==> src/hdl/bsa_pkg.sv <==
package bsa_pkg;

	// Default sizes of the map
	localparam int MAP_SLOTS_DEF = 256;
	localparam int WORD_BITS_DEF = 32;

	// Fixed field widths
	localparam int FUNC_W = 2;
	localparam int POS_W  = 8;
	localparam int BIU_W  = 9;
	localparam int RES_W  = POS_W + 2 + BIU_W;
	localparam int OUT_TDATA_W = ((RES_W + 7) / 8) * 8;

	// Operation codes
	localparam logic [FUNC_W-1:0] FUNC_ALLOC = 2'd0;
	localparam logic [FUNC_W-1:0] FUNC_MARK  = 2'd1;
	localparam logic [FUNC_W-1:0] FUNC_FREE  = 2'd2;
	localparam logic [FUNC_W-1:0] FUNC_TEST  = 2'd3;

	// Register index taken from the word address
	localparam logic REG_BITS_IN_USE = 1'b0;

	// Request token that walks the row of map cells
	typedef struct packed {
		logic              valid;
		logic [FUNC_W-1:0] func;
		logic [POS_W-1:0]  position;
		logic [POS_W-1:0]  idx;
		logic              ok;
		logic              was_free;
		logic              done;
		logic              take;
		logic              give_back;
	} token_t;

endpackage

==> src/hdl/bitmap_slot_allocator_top.sv <==
// Bitmap slot allocator: one map bit per slot, set means taken.
// Requests enter on the s_axis channel: tuser carries the operation
// (allocate lowest free, mark, free, test), tdata the slot position.
// One result leaves on m_axis per request: granted or echoed slot, ok,
// was_free and the count of free slots after the operation.
// The map lives in a row of MAP_WORDS cells, one map word each; a request
// walks the row one cell per cycle, and its result is loaded into the
// output register (or the hold register) as it leaves the last cell. One
// request is in the row at a time; the next is taken only once the previous
// one has left the row and the hold register is empty.
// A finished result waits in the output register; one more result may
// finish behind it in a hold register, and while that is full s_axis_tready
// stays low. A stalled receiver never loses a result.
// The APB register bits_in_use (address 0) sets the number of managed slots
// and clears the whole map when written; write it only while idle.
// Reset clears the map and sets bits_in_use to 256 (capped at MAP_SLOTS).
module bitmap_slot_allocator_top #(
	parameter int MAP_SLOTS = bsa_pkg::MAP_SLOTS_DEF,
	parameter int WORD_BITS = bsa_pkg::WORD_BITS_DEF
) (
	input  logic        clk,
	input  logic        arst_n,
	// request: s_axis_tuser = func[1:0]; s_axis_tdata = position[7:0]
	input  logic        s_axis_tvalid,
	output logic        s_axis_tready,
	input  logic [7:0]  s_axis_tdata,
	input  logic [1:0]  s_axis_tuser,
	// result: slot_index[7:0], ok[8], was_free[9], free_count[18:10], zero[23:19]
	output logic        m_axis_tvalid,
	input  logic        m_axis_tready,
	output logic [bsa_pkg::OUT_TDATA_W-1:0] m_axis_tdata,
	// configuration
	input  logic        psel,
	input  logic        penable,
	input  logic        pwrite,
	input  logic [2:0]  paddr,
	input  logic [31:0] pwdata,
	output logic [31:0] prdata,
	output logic        pready
);
	import bsa_pkg::*;

	localparam int MAP_WORDS = (MAP_SLOTS + WORD_BITS - 1) / WORD_BITS;
	localparam int CAP_INT   = (MAP_SLOTS > 511) ? 511 : MAP_SLOTS;
	localparam int RST_INT   = (MAP_SLOTS < 256) ? MAP_SLOTS : 256;
	localparam logic [BIU_W-1:0] BIU_MAX = BIU_W'(CAP_INT);
	localparam logic [BIU_W-1:0] BIU_RST = BIU_W'(RST_INT);

	token_t              chain [MAP_WORDS+1];
	token_t              head;
	token_t              tail;
	logic [MAP_WORDS:0]  tok_vld;
	logic                in_acc, cfg_wr, reg_sel;
	logic [BIU_W-1:0]    biu_q, biu_new, clear_count_q, cnt_next;
	logic                busy_q, out_valid_q, hold_valid_q;
	logic [RES_W-1:0]    res_d, out_q, hold_q;
	logic                load_out, drain_out;

	// Register write decode; misaligned addresses hit nothing
	assign pready  = 1'b1;
	assign reg_sel = (paddr[2] == REG_BITS_IN_USE) && (paddr[1:0] == 2'b00);
	assign cfg_wr  = psel && penable && pwrite && pready && reg_sel;
	assign biu_new = (pwdata[BIU_W-1:0] > BIU_MAX) ? BIU_MAX : pwdata[BIU_W-1:0];
	assign prdata  = reg_sel ? 32'(biu_q) : 32'd0;

	// Build the entry token
	assign s_axis_tready = !busy_q && !hold_valid_q;
	assign in_acc        = s_axis_tvalid && s_axis_tready;

	always_comb begin
		head           = '0;
		head.valid     = in_acc;
		head.func      = s_axis_tuser;
		head.position  = s_axis_tdata;
		head.idx       = (s_axis_tuser == FUNC_ALLOC) ? '0 : s_axis_tdata;
		head.ok        = (s_axis_tuser != FUNC_ALLOC) &&
			(BIU_W'(s_axis_tdata) < biu_q);
	end

	assign chain[0] = head;

	// Row of map cells, one word each
	for (genvar g = 0; g < MAP_WORDS; g++) begin : g_cell
		bsa_cell #(
			.WORD_BITS(WORD_BITS),
			.CELL_IDX (g)
		) u_cell (
			.clk        (clk),
			.arst_n     (arst_n),
			.wipe       (cfg_wr),
			.bits_in_use(biu_q),
			.tok_in     (chain[g]),
			.tok_out    (chain[g+1])
		);
	end

	for (genvar g = 0; g <= MAP_WORDS; g++) begin : g_vld
		assign tok_vld[g] = chain[g].valid;
	end

	assign tail = chain[MAP_WORDS];

	// Update the free count from what the row did
	always_comb begin
		cnt_next = clear_count_q;
		if (tail.take && (clear_count_q != '0)) begin
			cnt_next = clear_count_q - BIU_W'(1);
		end else if (tail.give_back) begin
			cnt_next = clear_count_q + BIU_W'(1);
		end
	end

	assign res_d = {cnt_next, tail.was_free, tail.ok, tail.idx};

	// Settings and running count
	always_ff @(posedge clk or negedge arst_n) begin
		if (!arst_n) begin
			biu_q         <= BIU_RST;
			clear_count_q <= BIU_RST;
		end else if (cfg_wr) begin
			biu_q         <= biu_new;
			clear_count_q <= biu_new;
		end else if (tail.valid) begin
			clear_count_q <= cnt_next;
		end
	end

	// Track the item in flight
	always_ff @(posedge clk or negedge arst_n) begin
		if (!arst_n) begin
			busy_q <= 1'b0;
		end else if (in_acc) begin
			busy_q <= 1'b1;
		end else if (tail.valid) begin
			busy_q <= 1'b0;
		end
	end

	// Output register with one hold stage behind it
	assign drain_out = out_valid_q && m_axis_tready;
	assign load_out  = tail.valid && (!out_valid_q || m_axis_tready);

	always_ff @(posedge clk or negedge arst_n) begin
		if (!arst_n) begin
			out_valid_q  <= 1'b0;
			hold_valid_q <= 1'b0;
		end else if (tail.valid) begin
			if (load_out) begin
				out_valid_q <= 1'b1;
			end else begin
				hold_valid_q <= 1'b1;
			end
		end else if (drain_out) begin
			if (hold_valid_q) begin
				hold_valid_q <= 1'b0;
			end else begin
				out_valid_q <= 1'b0;
			end
		end
	end

	always_ff @(posedge clk) begin
		if (tail.valid) begin
			if (load_out) begin
				out_q <= res_d;
			end else begin
				hold_q <= res_d;
			end
		end else if (drain_out && hold_valid_q) begin
			out_q <= hold_q;
		end
	end

	assign m_axis_tvalid = out_valid_q;
	assign m_axis_tdata  = OUT_TDATA_W'(out_q);

	// Only one request walks the row at a time
	a_one_token: assert property (@(posedge clk) disable iff (!arst_n)
		$countones(tok_vld) <= 1)
		else $error("more than one token in the cell row");

	// The free count never exceeds the number of managed slots
	a_count_range: assert property (@(posedge clk) disable iff (!arst_n)
		clear_count_q <= biu_q)
		else $error("free count above bits_in_use");

	// A held result always has a result in front of it
	a_hold_order: assert property (@(posedge clk) disable iff (!arst_n)
		hold_valid_q |-> out_valid_q)
		else $error("hold stage full with output empty");

	// A token leaves the row only for an item in flight
	a_tail_busy: assert property (@(posedge clk) disable iff (!arst_n)
		tail.valid |-> busy_q)
		else $error("token left the row while idle");

	// A free slot report always comes with ok
	a_free_ok: assert property (@(posedge clk) disable iff (!arst_n)
		(m_axis_tvalid && out_q[POS_W+1]) |-> out_q[POS_W])
		else $error("was_free set without ok");

endmodule

==> src/hdl/bsa_cell.sv <==
module bsa_cell #(
	parameter int WORD_BITS = bsa_pkg::WORD_BITS_DEF,
	parameter int CELL_IDX  = 0
) (
	input  logic                     clk,
	input  logic                     arst_n,
	input  logic                     wipe,
	input  logic [bsa_pkg::BIU_W-1:0] bits_in_use,
	input  bsa_pkg::token_t          tok_in,
	output bsa_pkg::token_t          tok_out
);
	import bsa_pkg::*;

	localparam int BASE  = CELL_IDX * WORD_BITS;
	localparam int BIT_W = (WORD_BITS > 1) ? $clog2(WORD_BITS) : 1;

	logic [WORD_BITS-1:0] word_q, word_d;
	logic [WORD_BITS-1:0] in_lim, avail, low_one;
	logic [BIT_W-1:0]     low_idx, pos_bit;
	logic                 pos_hit, bit_set;
	token_t               tok_d, tok_q;

	// Mark the bits of this word that lie below the slot limit
	always_comb begin
		for (int b = 0; b < WORD_BITS; b++) begin
			in_lim[b] = (32'(BASE + b) < 32'(bits_in_use));
		end
	end

	// Isolate the lowest free slot and encode its bit number
	assign avail   = ~word_q & in_lim;
	assign low_one = avail & (~avail + WORD_BITS'(1));

	always_comb begin
		low_idx = '0;
		for (int b = 0; b < WORD_BITS; b++) begin
			if (low_one[b]) begin
				low_idx = low_idx | BIT_W'(b);
			end
		end
	end

	// Locate the addressed slot within this word
	assign pos_hit = (32'(tok_in.position) >= 32'(BASE)) &&
		(32'(tok_in.position) < 32'(BASE + WORD_BITS));
	assign pos_bit = BIT_W'(32'(tok_in.position) - 32'(BASE));
	assign bit_set = pos_hit && word_q[pos_bit];

	// Apply the operation carried by the token
	always_comb begin
		word_d = word_q;
		tok_d  = tok_in;
		if (tok_in.valid) begin
			unique case (tok_in.func)
				FUNC_ALLOC: begin
					if (!tok_in.done && (|avail)) begin
						word_d         = word_q | low_one;
						tok_d.done     = 1'b1;
						tok_d.idx      = POS_W'(BASE + int'(low_idx));
						tok_d.ok       = 1'b1;
						tok_d.was_free = 1'b1;
						tok_d.take     = 1'b1;
					end
				end
				FUNC_MARK: begin
					if (tok_in.ok && pos_hit) begin
						tok_d.was_free = !bit_set;
						if (!bit_set) begin
							word_d[pos_bit] = 1'b1;
							tok_d.take      = 1'b1;
						end
					end
				end
				FUNC_FREE: begin
					if (tok_in.ok && pos_hit) begin
						tok_d.was_free = !bit_set;
						if (bit_set) begin
							word_d[pos_bit] = 1'b0;
							tok_d.give_back = 1'b1;
						end
					end
				end
				FUNC_TEST: begin
					if (tok_in.ok && pos_hit) begin
						tok_d.was_free = !bit_set;
					end
				end
				default: ;
			endcase
		end
	end

	// Hold the map word; wipe it on a register write
	always_ff @(posedge clk or negedge arst_n) begin
		if (!arst_n) begin
			word_q <= '0;
		end else if (wipe) begin
			word_q <= '0;
		end else begin
			word_q <= word_d;
		end
	end

	// Hand the token to the next cell
	always_ff @(posedge clk or negedge arst_n) begin
		if (!arst_n) begin
			tok_q <= '0;
		end else begin
			tok_q <= tok_d;
		end
	end

	assign tok_out = tok_q;

endmodule
==> config.mk <==
export PLATFORM = sky130hd
export DESIGN_NAME = bitmap_slot_allocator_top
export DESIGN_NICKNAME = d
export VERILOG_FILES = /design/src/hdl/bsa_pkg.sv /design/src/hdl/bitmap_slot_allocator_top.sv /design/src/hdl/bsa_cell.sv
export SDC_FILE = /design/constraint.sdc
export NUM_CORES = 2
export LEC_CHECK = 0
export BUFFER_PORTS_ARGS = -buffer_cell sky130_fd_sc_hd__buf_2
export CELL_PAD_IN_SITES_DETAIL_PLACEMENT = 1
export CELL_PAD_IN_SITES_GLOBAL_PLACEMENT = 1
export CORE_MARGIN = 2
export CORE_UTILIZATION = 34
export CTS_BUF_LIST = sky130_fd_sc_hd__clkbuf_4
export DETAILED_ROUTE_END_ITERATION = 6
export MAX_ROUTING_LAYER = met4
export PLACE_DENSITY = 0.57
export SLEW_MARGIN = 10
export SYNTH_ARGS = -nofsm -noshare
export SYNTH_HDL_FRONTEND = slang
export SYNTH_SLANG_ARGS = --single-unit
==> constraint.sdc <==
create_clock -name clk -period 5.25 [get_ports clk]
set_clock_uncertainty 0.05 [all_clocks]
set_input_delay 1.3125 -clock clk [delete_from_list [all_inputs] [get_ports clk]]
set_output_delay 1.3125 -clock clk [all_outputs]
set_load 0.02 [all_outputs]
[After elaboration in Yosys (flattened, before gate mapping)]
Cells that the tools add are included.
Storage, ports and cells
  word-level logic and storage cells: 1410
  flip-flop bits (word level): 496
  output and inout port bits: 59
Operators by class
  equality and inequality tests: 67
  muxes and demuxes: 763
  add/sub/neg operators: 24
  $lt $le $gt $ge: 288
  reductions and logical operators: 119
  bitwise gates (word level): 65
Operators by type and width (count)
  two-way mux 32 bit: 160
  < comparator 8 x 9 -> 1 bit, first input constant: 128
  AND 32 bit: 24
  NOT 32 bit: 24
  one-hot mux 32 bit (3 select lines): 8
  two-way mux 5 bit: 128
  < comparator 7 x 9 -> 1 bit, first input constant: 64
  OR 32 bit: 16
  < comparator 6 x 9 -> 1 bit, first input constant: 32
  two-way mux 12 bit: 24
  two-way mux 1 bit: 259
  adder 32 x 1 -> 32 bit, second input constant: 8
  two-way mux 4 bit: 64
  OR reduction 32 bit: 8
  two-way mux 9 bit: 24
  < comparator 5 x 9 -> 1 bit, first input constant: 16
  two-way mux 19 bit: 7
  two-way mux 13 bit: 8
  two-way mux 3 bit: 32
  inequality test 3 x 2 -> 1 bit, second input constant: 32
  < comparator 4 x 9 -> 1 bit, first input constant: 8
  AND reduction 7 bit: 8
  logical AND 1 bit: 48
  < comparator 5 x 6 -> 1 bit, second input constant: 8
  other kinds (38): 188

[Longest topological paths before layout]
  depth after elaboration: 43
  depth in mapped cells: 18
  depth with buffers taken out: 11

[Modules after synthesis]
From an unflattened synthesis, not the netlist that was laid out.
Unflattened totals
  cells, all modules: 4704
  area, all modules: 39298.9 µm²
By module, submodules not included
  bsa_cell (g_cell[6].u_cell): times used 1, seq. area each 1401.3 µm², cells each 571, area each 4744.6 µm²
  bsa_cell (g_cell[3].u_cell): times used 1, seq. area each 1401.3 µm², cells each 577, area each 4638.2 µm²
  bsa_cell (g_cell[4].u_cell): times used 1, seq. area each 1401.3 µm², cells each 557, area each 4513.1 µm²
  bsa_cell (g_cell[7].u_cell): times used 1, seq. area each 1401.3 µm², cells each 544, area each 4504.3 µm²
  bsa_cell (g_cell[5].u_cell): times used 1, seq. area each 1401.3 µm², cells each 540, area each 4496.8 µm²
  bsa_cell (g_cell[2].u_cell): times used 1, seq. area each 1401.3 µm², cells each 532, area each 4428.0 µm²
  bsa_cell (g_cell[1].u_cell): times used 1, seq. area each 1401.3 µm², cells each 547, area each 4409.2 µm²
  bsa_cell (g_cell[0].u_cell): times used 1, seq. area each 1401.3 µm², cells each 533, area each 4274.1 µm²
  bitmap_slot_allocator_top: times used 1, seq. area each 1669.1 µm², cells each 303, area each 3290.7 µm²

[Worst setup path after synthesis]
OpenSTA, ideal clock, no wires.
  kind: in2reg
  from: input s_axis_tdata[0]
  to: register g_cell[0].u_cell.word_q[28]
  buffers on the path: 3
  setup time: 0.083 ns
  slack: 0.878 ns
  arrival: 4.240 ns
  stages on the path: 11
  path through: clkbuf_1 buf_1 mux4_2 a22oi_1 nand4_1 nor2b_1 nand2_1 o221a_2 or4_1 clkbuf_1 o21ai_0
Between the ends
  word-level cells in the longest chain between the ends: 17
  elaborated cells between the ends (all ways): 38
RTL lines
  start: declaration: RTL line bitmap_slot_allocator_top.sv:26  | input logic [7:0] s_axis_tdata,
  < comparator 5 x 6 -> 1 bit (not written as such) / greater-or-equal comparator 5 x 1 -> 1 bit (equally long branches): RTL line bsa_cell.sv:69, bsa_cell.sv:78
  logical AND 1 bit (not written as such): RTL line bsa_cell.sv:69, bsa_cell.sv:78
  two-way mux 1 bit (not written as such): RTL line bsa_cell.sv:69, bsa_cell.sv:78
  demux 1 bit (select 5 bit)
  NOT 32 bit (no line)
  AND 32 bit (no line)
  two-way mux 32 bit: RTL line bsa_cell.sv:77  | if (bit_set) begin
  two-way mux 32 bit: RTL line bsa_cell.sv:75  | if (tok_in.ok && pos_hit) begin
  two-way mux 32 bit: RTL line bsa_cell.sv:54  | unique case (tok_in.func)
  two-way mux 32 bit: RTL line bsa_cell.sv:53  | if (tok_in.valid) begin
  two-way mux 32 bit: RTL line bsa_cell.sv:75
  two-way mux 32 bit: RTL line bsa_cell.sv:54
  two-way mux 32 bit: RTL line bsa_cell.sv:53
  one-hot mux 32 bit (3 select lines): RTL line bsa_cell.sv:54
  two-way mux 32 bit (2 in series): RTL line bsa_cell.sv:53
  two-way mux 32 bit: RTL line bsa_cell.sv:97  | end else if (wipe) begin
  end signal: assignment: RTL line bsa_cell.sv:100  | word_q <= word_d;
  end: declaration: RTL line bsa_cell.sv:17  | logic [WORD_BITS-1:0] word_q, word_d;
Several ways; a longest one is shown, not always the timed one. The select of a mux whose other input is x is not followed.
A chain may end at the register's enable or synchronous reset.

[Worst setup path after layout]
  from: register biu_q[2]
  to: register g_cell[3].u_cell.word_q[10]
Between the ends
  word-level cells in the longest chain between the ends: 13
  elaborated cells between the ends (all ways): 48
RTL lines
  start: declaration: RTL line bitmap_slot_allocator_top.sv:54  | logic [BIU_W-1:0] biu_q, biu_new, clear_count_q, cnt_next;
  start signal: assignment: RTL line bitmap_slot_allocator_top.sv:121  | biu_q <= biu_new;
  < comparator 7 x 9 -> 1 bit: RTL line bsa_cell.sv:26  | in_lim[b] = (32'(BASE + b) < 32'(bits_in_use));
  AND 32 bit *: RTL line bsa_cell.sv:31  | assign avail = ~word_q & in_lim;
  NOT 32 bit: RTL line bsa_cell.sv:32  | assign low_one = avail & (~avail + WORD_BITS'(1));
  adder 32 x 1 -> 32 bit: RTL line bsa_cell.sv:32
  AND 32 bit: RTL line bsa_cell.sv:32
  OR 32 bit: RTL line bsa_cell.sv:57  | word_d = word_q | low_one;
  two-way mux 32 bit: RTL line bsa_cell.sv:56  | if (!tok_in.done && (|avail)) begin
  two-way mux 32 bit: RTL line bsa_cell.sv:54
  two-way mux 32 bit: RTL line bsa_cell.sv:53
  one-hot mux 32 bit (3 select lines): RTL line bsa_cell.sv:54
  two-way mux 32 bit (2 in series): RTL line bsa_cell.sv:53
  two-way mux 32 bit: RTL line bsa_cell.sv:97
  end signal: assignment: RTL line bsa_cell.sv:100
  end: declaration: RTL line bsa_cell.sv:17
Mark *: on every way between the ends. The rest lies on a longest branch, timed or not. The select of a mux whose other input is x is not followed.

==> flow_metrics.env <==
export IMPL_die_h_um=323
export IMPL_cts_buffers=152
export IMPL_end_kind="register"
export IMPL_grt_pass1_vias=36628
export IMPL_ff_latch_area_um2=12600
export IMPL_nNetsFinal=4263
export IMPL_synth_fa_ha_area_share_pct=0.435
export IMPL_ys_async_sr_fraction_pct=92.3
export IMPL_fin_ws_ns=0.458
export IMPL_clock_sinks=496
export IMPL_antenna_found_initial=10
export IMPL_num_rows=116
export IMPL_layout_drive_gt1_share_pct=16.9
export IMPL_overflow=0
export IMPL_cap_violations=0
export IMPL_vdd_ir_drop_max_mv=0.190
export IMPL_intPower_mw=7.43
export IMPL_hp_class="in -> async"
export IMPL_slowest_stage="dfrtp_2"
export IMPL_startpoint_type="register"
export IMPL_setup_violations=0
export IMPL_fmax_ghz=0.209
export IMPL_multi_input_area_um2=20400
export IMPL_cts_max_path_buffers=3
export IMPL_cts_tree="yes"
export IMPL_root_buffer="clkbuf_4"
export IMPL_synth_simple_area_share_pct=23.1
export IMPL_setup_worst_path_start="biu_q[2]$_DFFE_PN0P_"
export IMPL_htree_levels=4
export IMPL_cp_required_ns=6.13
export IMPL_maxSlewViolCount=0
export IMPL_pwr_share_clk_pct=30.4
export IMPL_synth_cell_types=107
export IMPL_post_place_ws_ns=0.357
export IMPL_tightest_slew_ns=1.24
export IMPL_grt_met3_usage_pct=5.37
export IMPL_num_vias=36731
export IMPL_syn_instance_count=4068
export IMPL_first_pass_iters=6
export IMPL_synth_top_family_by_area="compound AO/OA/AOI/OAI gates"
export IMPL_setup_tns_ns=0
export IMPL_n_fill_cell=11938
export IMPL_syn_to_final_growth_pct=13.0
export IMPL_cts_hold_buf=0
export IMPL_postCtsSetupBuffers=0
export IMPL_clk_latency_ns=1.13
export IMPL_critPathKind="reg -> reg"
export IMPL_ant_nets=0
export IMPL_cts_resized=0
export IMPL_slowest_delay_ns=0.70
export IMPL_syn_area_per_cell_um2=8.49
export IMPL_rsz0062_at_grt="no"
export IMPL_rr_worst_depth=12
export IMPL_gr_max_usage_layer="met2"
export IMPL_synth_xor_area_share_pct=0.228
export IMPL_finalHoldWorstSlack_ns=0.216
export IMPL_die_x_um=323
export IMPL_grtUsageMet1_pct=45.9
export IMPL_clk_pin_slew_ns=0.06
export IMPL_dieArea_um2=104000
export IMPL_power_frac_seq_pct=37.1
export IMPL_drtIter0Drc=3793
export IMPL_grt_pass1_wl_um=259000
export IMPL_post_drt_wl_per_cell_um=31.1
export IMPL_ff2ff_setup_slack_ns=0.46
export IMPL_maxSlewHeadroom_pct=17.5
export IMPL_synth_cell_area_um2=34600
export IMPL_ios=111
export IMPL_r2r_end="g_cell[3].u_cell.word_q[10]$_DFFE_PN0P_"
export IMPL_status="finished, final reports clean"
export IMPL_fin_crit_ns=4.79
export IMPL_grt_use_met2_pct=52.7
export IMPL_finalHoldViolations=0
export IMPL_synth_warning_count=0
export IMPL_layout_worst_path_cycle_share_pct=91.3
export IMPL_yosysSeqAreaShare_pct=36.5
export IMPL_grt_total_usage_pct=34.6
export IMPL_cp_arrival_ns=5.67
export IMPL_dp_hpwl_um=131000
export IMPL_grt_max_degree=102
export IMPL_core_area_um2=100000
export IMPL_comb_power_share_pct=32.5
export IMPL_synth_ff_type="dfrtp_1"
export IMPL_synth_seq_cells=496
export IMPL_drt_wl_total_um=177000
export IMPL_globalplace_congestion=0.982
export IMPL_synth_edf_count=38
export IMPL_cp_cell_sequence="buf_12, buf_4, nor3_1, o21ai_0, a221o_1, nor4b_1, nand3_1, or3_1, a31oi_1, or3_1, buf_4, o21ai_0"
export IMPL_synthMuxAreaShare_pct=4.99
export IMPL_r2r_start="biu_q[2]$_DFFE_PN0P_"
export IMPL_p_sw_share_pct=42.5
export IMPL_portBuffers=58
export IMPL_path_max_fanout=31
export IMPL_via_per_inst=6.47
export IMPL_initial_core_util_pct=34.4
export IMPL_p_per_area_nw_per_um2=331
export IMPL_switching_power_mw=5.49
export IMPL_leakage_nw=14.8
export IMPL_drc=0
export IMPL_synth_compound_area_share_pct=29.5
## worst max-delay path: cells and delay by family, from the launching register on
family	cells	cell delay [ns]
buffers and inverters	3	0.79
flip-flops	1	0.70
AO/OA/AOI/OAI	4	1.02
AND/OR/NAND/NOR	5	2.01
## area by class of cell
type	count	area share [%]
Clock buffer	216	4.15
Multi-Input combinational cell	3198	52.3
Clock inverter	47	0.679
Antenna cell	13	0.0833
Timing Repair Buffer	279	5.47
Sequential cell	496	32.3
Inverter	72	0.692
Tap cell	1357	4.35
## metal layers
layer | routed length [µm] | vias up
li1 | - | 15947
met1 | 77200 | 18829
met2 | 80000 | 1589
met3 | 11700 | 366
met4 | 7600 | 0
met5 | 0 | -
## flip-flops by register name, indices dropped and copies added, names as in the netlist
register               cells
m_axis_tvalid              1
biu_q                      9
busy_q                     1
clear_count_q              9
g_cell.u_cell.word_q     256
hold_valid_q               1
g_cell.u_cell.tok_out    181
hold_q                    19
out_q                     19
## kinds of logic after synthesis
group | count (synthesis)
and+or+nand+nor | 1509
buffers and inverters | 401
other | 2
muxes | 100
adders and majority gates | 12
DFF | 496
xor gates and xnor gates | 9
AOI/OAI and AO/OA | 1539
## cells in the mapped netlist, types with 42 or more instances
cell type	count	share of area, %
dfrtp_1	456	33
o21ai_0	383	5.5
nor2_1	370	4.0
a21oi_1	334	4.8
nand2_1	326	3.5
clkbuf_1	191	2.1
o211ai_1	122	2.7
nand3_1	117	1.7
nor3_1	109	1.6
a31oi_1	100	1.8
inv_1	70	0.76
nor2b_1	65	1.2
nand4_1	64	1.2
a22oi_1	56	1.2
buf_2	56	0.81
mux4_2	56	3.7
a21o_1	52	1.1
nand2b_1	51	0.92
o22ai_1	50	0.91
a211oi_1	44	0.96
nor4_1	42	0.76
or3_1	42	0.76
## how the worst max path moves through the flow
stage	depth (start not counted)	end	slack [ns]
after floorplan	11	g_cell[0].u_cell.word_q[28]$_DFFE_PN0P_	0.88
after global placement	10	g_cell[0].u_cell.word_q[2]$_DFFE_PN0P_	0.43
after detailed placement	10	g_cell[0].u_cell.word_q[19]$_DFFE_PN0P_	0.36
after CTS	11	g_cell[3].u_cell.word_q[10]$_DFFE_PN0P_	0.56
after global routing	11	g_cell[3].u_cell.word_q[10]$_DFFE_PN0P_	0.19
final	12	g_cell[3].u_cell.word_q[10]$_DFFE_PN0P_	0.46
## stage by stage
stage / utilization [%] / instances / total power, mW / cell area (µm²)
final: 38.9 / 5678 / 12.9 / 39100
after global routing: 38.9 / 5675 / 13.5 / 39000
after CTS: 38.8 / 5665 / 12.9 / 39000
after detailed placement: 37.0 / 5402 / 8.90 / 37100
after global placement: 37.0 / 5402 / 8.87 / 37100
after floorplan: - / 4095 / 6.85 / 34700
## power groups by stage
| stage | Combinational (mW) | Sequential [mW] | Clock, mW |
|---|---|---|---|
| global placement | 4.03 | 4.84 | 0 |
| global route | 4.40 | 4.83 | 4.25 |
| CTS | 4.08 | 4.77 | 4.02 |
| detailed placement | 4.06 | 4.84 | 0 |
| floorplan | 2.45 | 4.41 | 0 |
| finish | 4.19 | 4.80 | 3.93 |
## placed cells by master, fill, tap and decap left out, types with 29 or more instances in the layout
cell type,count
o21ai_0,380
nand3b_1,41
nor3_1,106
nand2b_1,51
inv_1,70
edfxtp_1,38
and2_1,41
mux4_2,56
o211ai_1,122
dfrtp_1,448
buf_4,207
nor2b_1,63
nand3_1,117
nand4_1,64
a21o_1,52
clkbuf_4,216
a22oi_1,56
buf_2,57
nand2_1,326
and3_1,35
a31oi_1,100
clkinv_1,34
a21oi_1,332
o22a_1,38
or3_1,42
a211oi_1,43
nor2_1,366
nor4_1,42
conb_1,29
or2_2,38
nor3b_1,33
a32o_1,34
o22ai_1,50
Note: power is estimated with default switching activity, not from simulation.
